[src/rtl/issp_pkg.sv]
// Package for the int8 stream statistics profiler.
// Holds field structs, codes and widths; depends on nothing.
package issp_pkg;
  localparam int CountWidth = 40;
  localparam int BinCount = 256;
  localparam int BinAw = 8;

  typedef enum logic [1:0] {
    OP_ADD = 2'd0, OP_BIN = 2'd1, OP_REPORT = 2'd2, OP_CLEAR = 2'd3
  } op_t;

  localparam logic [3:0] CODE_COUNT = 4'd0;
  localparam logic [3:0] CODE_MIN = 4'd1;
  localparam logic [3:0] CODE_MAX = 4'd2;
  localparam logic [3:0] CODE_SUM = 4'd3;
  localparam logic [3:0] CODE_SUMSQ = 4'd4;
  localparam logic [3:0] CODE_ZEROS = 4'd5;
  localparam logic [3:0] CODE_DISTINCT = 4'd6;
  localparam logic [3:0] CODE_DSUM = 4'd7;
  localparam logic [3:0] CODE_MAXD = 4'd8;
  localparam logic [3:0] CODE_SMALL = 4'd9;
  localparam logic [3:0] CODE_ZDELTA = 4'd10;
  localparam logic [3:0] CODE_RUNS = 4'd11;
  localparam logic [3:0] CODE_MAXRUN = 4'd12;
  localparam logic [3:0] CODE_BIN = 4'd13;

  typedef struct packed {
    logic [1:0] operation;
    logic signed [7:0] sample;
    logic [7:0] bin_index;
  } in_item_t;

  typedef struct packed {
    logic [3:0] stat_code;
    logic signed [63:0] stat_value;
    logic last_of_run;
  } out_item_t;
endpackage

[src/rtl/issp_front.sv]
// Front end: accepts input transactions into a short queue.
// Depends on issp_pkg.
module issp_front (
  input  logic               clk,
  input  logic               rst_n,
  input  logic               push,
  input  issp_pkg::in_item_t din,
  output logic               full,
  output logic               q_valid,
  output issp_pkg::in_item_t q_item,
  input  logic               q_take
);
  issp_pkg::in_item_t buf_r [2];
  logic [1:0] cnt_r, cnt_nxt;
  logic rd_r, wr_r;
  logic acc;
  assign full = cnt_r[1];
  assign acc = push && !full;
  assign q_valid = cnt_r != 2'd0;
  assign q_item = buf_r[rd_r];
  always_comb cnt_nxt = cnt_r + {1'b0, acc} - {1'b0, q_take};
  always_ff @(posedge clk) begin
    if (acc) buf_r[wr_r] <= din;
    if (!rst_n) begin
      cnt_r <= '0; rd_r <= 1'b0; wr_r <= 1'b0;
    end else begin
      cnt_r <= cnt_nxt;
      if (acc) wr_r <= !wr_r;
      if (q_take) rd_r <= !rd_r;
    end
  end
endmodule

[config.mk]
export PLATFORM = sky130hd
export DESIGN_NAME = issp_front
export DESIGN_NICKNAME = d
export VERILOG_FILES = /design/src/rtl/issp_pkg.sv /design/src/rtl/issp_front.sv
export SDC_FILE = /design/constraint.sdc
export NUM_CORES = 1
export LEC_CHECK = 0
export BUFFER_PORTS_ARGS = -buffer_cell sky130_fd_sc_hd__buf_2
export CAP_MARGIN = 20
export CELL_PAD_IN_SITES_DETAIL_PLACEMENT = 0
export CELL_PAD_IN_SITES_GLOBAL_PLACEMENT = 1
export CORE_AREA = 2 2 64 66
export CTS_CLUSTER_SIZE = 12
export DETAILED_ROUTE_END_ITERATION = 6
export DIE_AREA = 0 0 66 68
export PLACE_DENSITY = 0.76
export SYNTH_ARGS = -nofsm -noshare
export SYNTH_HDL_FRONTEND = slang
export SYNTH_SLANG_ARGS = --single-unit
[constraint.sdc]
create_clock -name clk -period 2 [get_ports clk]
set_input_delay 0.4 -clock clk [delete_from_list [all_inputs] [get_ports clk]]
set_output_delay 0.4 -clock clk [all_outputs]
set_load 0.02 [all_outputs]
==> qor.txt, run 1 <==
WL per Instance: 13.5 µm
final core occ: 50.1%
post-route minimum period: 1.88 ns
final period utilization: 93.8%
final net count: 153
DRC Markers: 0
final setup fails: 0
global route overflow: 0
sequential area share after synthesis: 78.0%
Synth Area in Compound Gates: 0.826%
Reg2Reg Depth: 5
total power draw: 1.95 mW
post-DR vias/cell: 4.54
CP endpoint kind: output pin
most frequent cells in the layout: buf_2, edfxtp_1, mux2_2, dfxtp_1, clkbuf_8
multiplexer share of the synthesized area: 13.4%
clock sink count: 41
worst vdd ir: 0.000615 V
antenna violations before repair: 0
post-CTS setup buffer count: 0
Area Growth Syn to Fin: 27.6%
clk_lat worst skew: 0.29 ns
Synth Area in Adders: 0.826%
diode count: 0
largest net degree at the start of global routing: 14
#FFs+latches synth: 41
Netlist cell types: 19
H-tree levels: 2
Top Ports: 42
DRT Wirelength: 2440 µm
Root Buffer: clkbuf_8
std cell rows: 23
worst slack, placed: 0.387 ns
Post-Synthesis Cells: 79
CTS tree: yes
CTS clock-pin slew for the worst setup and hold paths: 0.08 ns
Critical R2R Launch: cnt_r[1]
RSZ-0062 raised after global routing: no
dpl cells: 173
clock tree buffer depth: 2
DR pass1 iterations: 2
max-cap viol count: 0
synthesized area: 1510 µm²
Final Skew: 0.00667 ns
worst-path fanout max: 13
post_cts resized: 0
fraction of layout cells with a size suffix above 1: 56.5%
largest family of logic cells by synthesized area: multiplexers
die height: 68 µm
xor/xnor share of the synthesized area: 1.16%
r2r setup slk: 0.46 ns
CP Data Required Time: 1.60 ns
FF-to-FF End: cnt_r[1]
GRT Total Usage: 12.1%
Starting Density: 39.3%
Max Freq: 533 MHz
final std cells w/o fill: 181
fin area: 1930 µm²
Die Wd: 66 µm
endpoints failing hold: 0
HPWL Detailed: 1770 µm
placed cell areas: 1820 µm²
die area: 4490 µm²
Worst Path Arrival: 1.48 ns
post-synthesis simple-gate area fraction: 4.71%
worst setup path endpoint: q_item[14]
worst hold path type: in -> reg
Mean Syn Cell Area: 19.2 µm²
Net Count, Synth: 102
RD Place Congestion: 0.596
commonest non-fill, non-tap cell in the layout: buf_2
antenna viol nets, final: 0
worst hold slack: 0.292 ns
fin. max-slew vios: 0
CP Class: reg -> out
first-pass GRT wire length: 3840 µm
vias: 822
leakage: 0.748 nW
setup_tns: 0 ns
number of I/O port buffers: 41
vias in the first global route: 847
hold_buf cts: 0
Layout fillers: 346
fin worst setup slack: 0.124 ns
total core area: 3860 µm²
outcome: completed
worst slew pin tran: 0.302 ns
DRT iter0 DRCs: 29
PD cells: 1010 nW/µm²
Rel. slew slack: 79.8%
YS warnings: 0
CP Launch Type: flip-flop
Num CTS Buffers: 5
[logic make-up (layout without fill, tap and decap cells)]
family	after synthesis	in the layout
compound gates	2	2
mux	18	18
buf+inv	3	55
simple gates	12	12
fa+ha+maj	1	1
flops	41	41
xor+xnor	2	2
[sequential cells by signal, summed over array words and instances, names as in the netlist, named ones only]
register  cells
buf_r        36
cnt_r         2
rd_r          1
wr_r          1
[worst min-delay path by stage]
| stage | end | depth (start not counted) | slack (ns) | startpoint |
|---|---|---|---|---|
| 3_3_place_gp | cnt_r[0] | 2 | 0.57 | cnt_r[0] |
| 2_1_floorplan | buf_r[0][0] | 0 | 0.50 | din[0] |
| 4_1_cts | buf_r[0][1] | 1 | 0.28 | din[1] |
| 5_1_grt | buf_r[0][3] | 1 | 0.28 | din[3] |
| 6_report | buf_r[0][1] | 1 | 0.29 | din[1] |
| 3_5_place_dp | rd_r | 2 | 0.57 | rd_r |
[cells in the mapped netlist]
cell type / n / area (µm²)
edfxtp_1: 36 / 1080
mux2_2: 18 / 203
dfxtp_1: 5 / 100
and2_1: 4 / 25.0
nor2_1: 2 / 7.51
and3_1: 1 / 6.26
buf_2: 1 / 5.00
buf_4: 1 / 7.51
ha_1: 1 / 12.5
inv_1: 1 / 3.75
nand2b_1: 1 / 6.26
nor2b_1: 1 / 6.26
nor3b_1: 1 / 7.51
o21a_1: 1 / 7.51
o21ai_0: 1 / 5.00
or2_2: 1 / 6.26
or3_1: 1 / 6.26
xnor2_1: 1 / 8.76
xor2_1: 1 / 8.76
[cell type report]
| class | count | area, µm² | area share [%] |
|---|---|---|---|
| inverter | 1 | 3.75 | 0.194 |
| tap | 50 | 62.6 | 3.24 |
| timing repair buffer | 46 | 255 | 13.2 |
| clock buffer | 6 | 72.6 | 3.76 |
| sequential | 41 | 1180 | 61.1 |
| multi-input combinational | 35 | 322 | 16.6 |
| clock inverter | 2 | 35.0 | 1.81 |
[worst max-delay path: stages (launching register included)]
cell and delay [ns]:
dfxtp_1 0.50, buf_12 0.19, mux2_2 0.34, buf_2 0.16
[power breakdown]
group,internal [mW],switching (mW)
logic,0.132,0.162
registers,1.00,0.0227
clock network,0.370,0.263
[metal layers]
metal	track usage [%]	up-vias	routed length (µm)
met5	0	-	0
met3	5.43	4	180
met4	5.36	0	29
li1	-	399	-
met2	19.7	33	1190
met1	13.8	386	1050
Note: power is estimated with default switching activity, not from simulation.
==> run 2: changes to the inputs <==
==> constraint.sdc (replaced) <==
create_clock -name clk -period 2.05 [get_ports clk]
set_input_delay 0.41 -clock clk [delete_from_list [all_inputs] [get_ports clk]]
set_output_delay 0.41 -clock clk [all_outputs]
set_load 0.02 [all_outputs]
==> run 2 against run 1 <==
Compared with the run above: sequential power hardly changed; global-route usage is 0.11 points higher; clock skew is 0.0037 ns lower; non-clock buffer count stayed put; final area is 1.4% lower; first-iteration DRC count is 59% higher; total power is 9.2% lower; wire length is 3.5% higher; clock power is 24% lower; die area stayed put; critical endpoint is now q_item[4]; highest routed layer unchanged; register-to-register slack better by 0.05 ns.
==> qor.txt, run 2 (synthesis gave the netlist of run 1 again) <==
hold wc startpoint: din[3]
CTS tree: yes
total core area: 3860 µm²
fraction of layout cells with a size suffix above 1: 55.0%
Crit-path slowest cell: dfxtp_1
max-cap viol count: 0
Top Ports: 42
Reg2Reg Depth: 5
final setup fails: 0
r2r setup slk: 0.51 ns
Layout fillers: 347
Critical R2R Launch: cnt_r[1]
diode count: 0
fin. max-slew vios: 0
Max Freq: 526 MHz
final core occ: 49.4%
CP Data Required Time: 1.64 ns
post-DR vias/cell: 4.41
global route overflow: 0
first-pass GRT wire length: 3820 µm
die height: 68 µm
final period utilization: 92.7%
CP Class: reg -> out
fin area: 1900 µm²
die area: 4490 µm²
worst vdd ir: 0.000601 V
CP Launch Type: flip-flop
post_cts resized: 0
total power draw: 1.77 mW
worst hold slack: 0.314 ns
RSZ-0062 raised after global routing: no
number of I/O port buffers: 41
Num CTS Buffers: 5
Clk network pwr share: 27.2%
hold depth: 1
Int Power: 1.34 mW
largest net degree at the start of global routing: 14
vias: 799
DRC Markers: 0
GRT Total Usage: 12.2%
worst-path fanout max: 13
Largest stage delay, worst path: 0.50 ns
std cell rows: 23
Final Skew: 0.00294 ns
Area Growth Syn to Fin: 25.8%
WL per Instance: 14.0 µm
Root Buffer: clkbuf_8
Starting Density: 39.3%
worst slew pin tran: 0.307 ns
DR pass1 iterations: 2
HPWL Detailed: 1780 µm
Hold Path Sink: buf_r[0][3]
number of buffers and inverters on the critical path: 2
CTS clock-pin slew for the worst setup and hold paths: 0.07 ns
vias in the first global route: 822
most frequent cells in the layout: buf_2, edfxtp_1, mux2_2, dfxtp_1, clkbuf_8
setup_tns: 0 ns
delay-heaviest family, CP: flip-flops
endpoints failing hold: 0
commonest non-fill, non-tap cell in the layout: buf_2
Rel. slew slack: 79.5%
Psw: 428 µW
Top reg by flops: buf_r
post-route minimum period: 1.90 ns
Seq pwr share: 56.5%
outcome: completed
biggest regs: buf_r (36), cnt_r (2)
crit-path cells: buf_12, mux2_2, buf_2
DRT Wirelength: 2530 µm
antenna violations before repair: 0
leakage: 0.733 nW
max reg flops: 36
post-CTS setup buffer count: 0
clk_lat worst skew: 0.28 ns
PD cells: 931 nW/µm²
Die Wd: 66 µm
clock tree buffer depth: 2
worst hold path type: in -> reg
CP endpoint kind: output pin
antenna viol nets, final: 0
Worst Path Arrival: 1.49 ns
H-tree levels: 2
switch share: 24.2%
Comb pwr share: 16.3%
FF-to-FF End: cnt_r[1]
hold_buf cts: 0
placed cell areas: 1820 µm²
clock sink count: 41
DRT iter0 DRCs: 46
RD Place Congestion: 0.603
final net count: 153
## run 2: cell types whose count changed in the layout (fill, tap and decap cells not counted), sizes merged
cell / delta
bufinv: -1
clkbuf: +1
## run 2: area by class of cell
cell class                 count  area, µm²  share of cell area (%)
clock buffer                   7       76.3                    4.01
clock inverter                 1       3.75                   0.197
inverter                       1       3.75                   0.197
multi-input combinational     35        322                    16.9
sequential                    41       1180                    62.0
tap                           50       62.6                    3.29
timing repair buffer          46        255                    13.4
## run 2: power groups by stage
| stage | Clock, mW | Combinational [mW] | Sequential [mW] |
|---|---|---|---|
| floorplan | 0 | 0.182 | 1.01 |
| global placement | 0 | 0.286 | 1.02 |
| detailed placement | 0 | 0.292 | 1.02 |
| CTS | 0.504 | 0.294 | 1.00 |
| global route | 0.539 | 0.313 | 1.01 |
| finish | 0.482 | 0.289 | 1.00 |
## run 2: per-stage QoR
| step | setup slack, ns | std cells |
|---|---|---|
| floorplan | 0.237 | 79 |
| detailed placement | 0.421 | 173 |
| global placement | 0.459 | 173 |
| CTS | 0.127 | 181 |
| global route | 0.0819 | 181 |
| finish | 0.150 | 181 |
## run 2: worst register-to-register path, stage by stage (launching register included)
cell	delay [ns]
dfxtp_1	0.34
nand2b_1	0.23
xnor2_1	0.16
ha_1	0.18
or3_1	0.35
and3_1	0.17
## run 2: how the worst max path moves through the flow
stage                             end  slack (ns)  cells past startpoint
after floorplan           buf_r[0][0]        0.24                      2
after global placement       cnt_r[1]        0.46                      6
after detailed placement     cnt_r[1]        0.42                      6
after CTS                   q_item[4]        0.13                      3
after global routing        q_item[4]        0.08                      3
final                       q_item[4]        0.15                      3
## run 2: layer usage
metal | part of all wire (%) | global-route usage [%] | vias to the layer above | routed length [µm]
met5 | 0 | 0 | - | 0
met4 | 0.51 | 5.36 | 0 | 13
met3 | 6.4 | 4.61 | 2 | 162
met2 | 50 | 20.2 | 30 | 1250
met1 | 43 | 14.2 | 368 | 1100
li1 | - | - | 399 | -
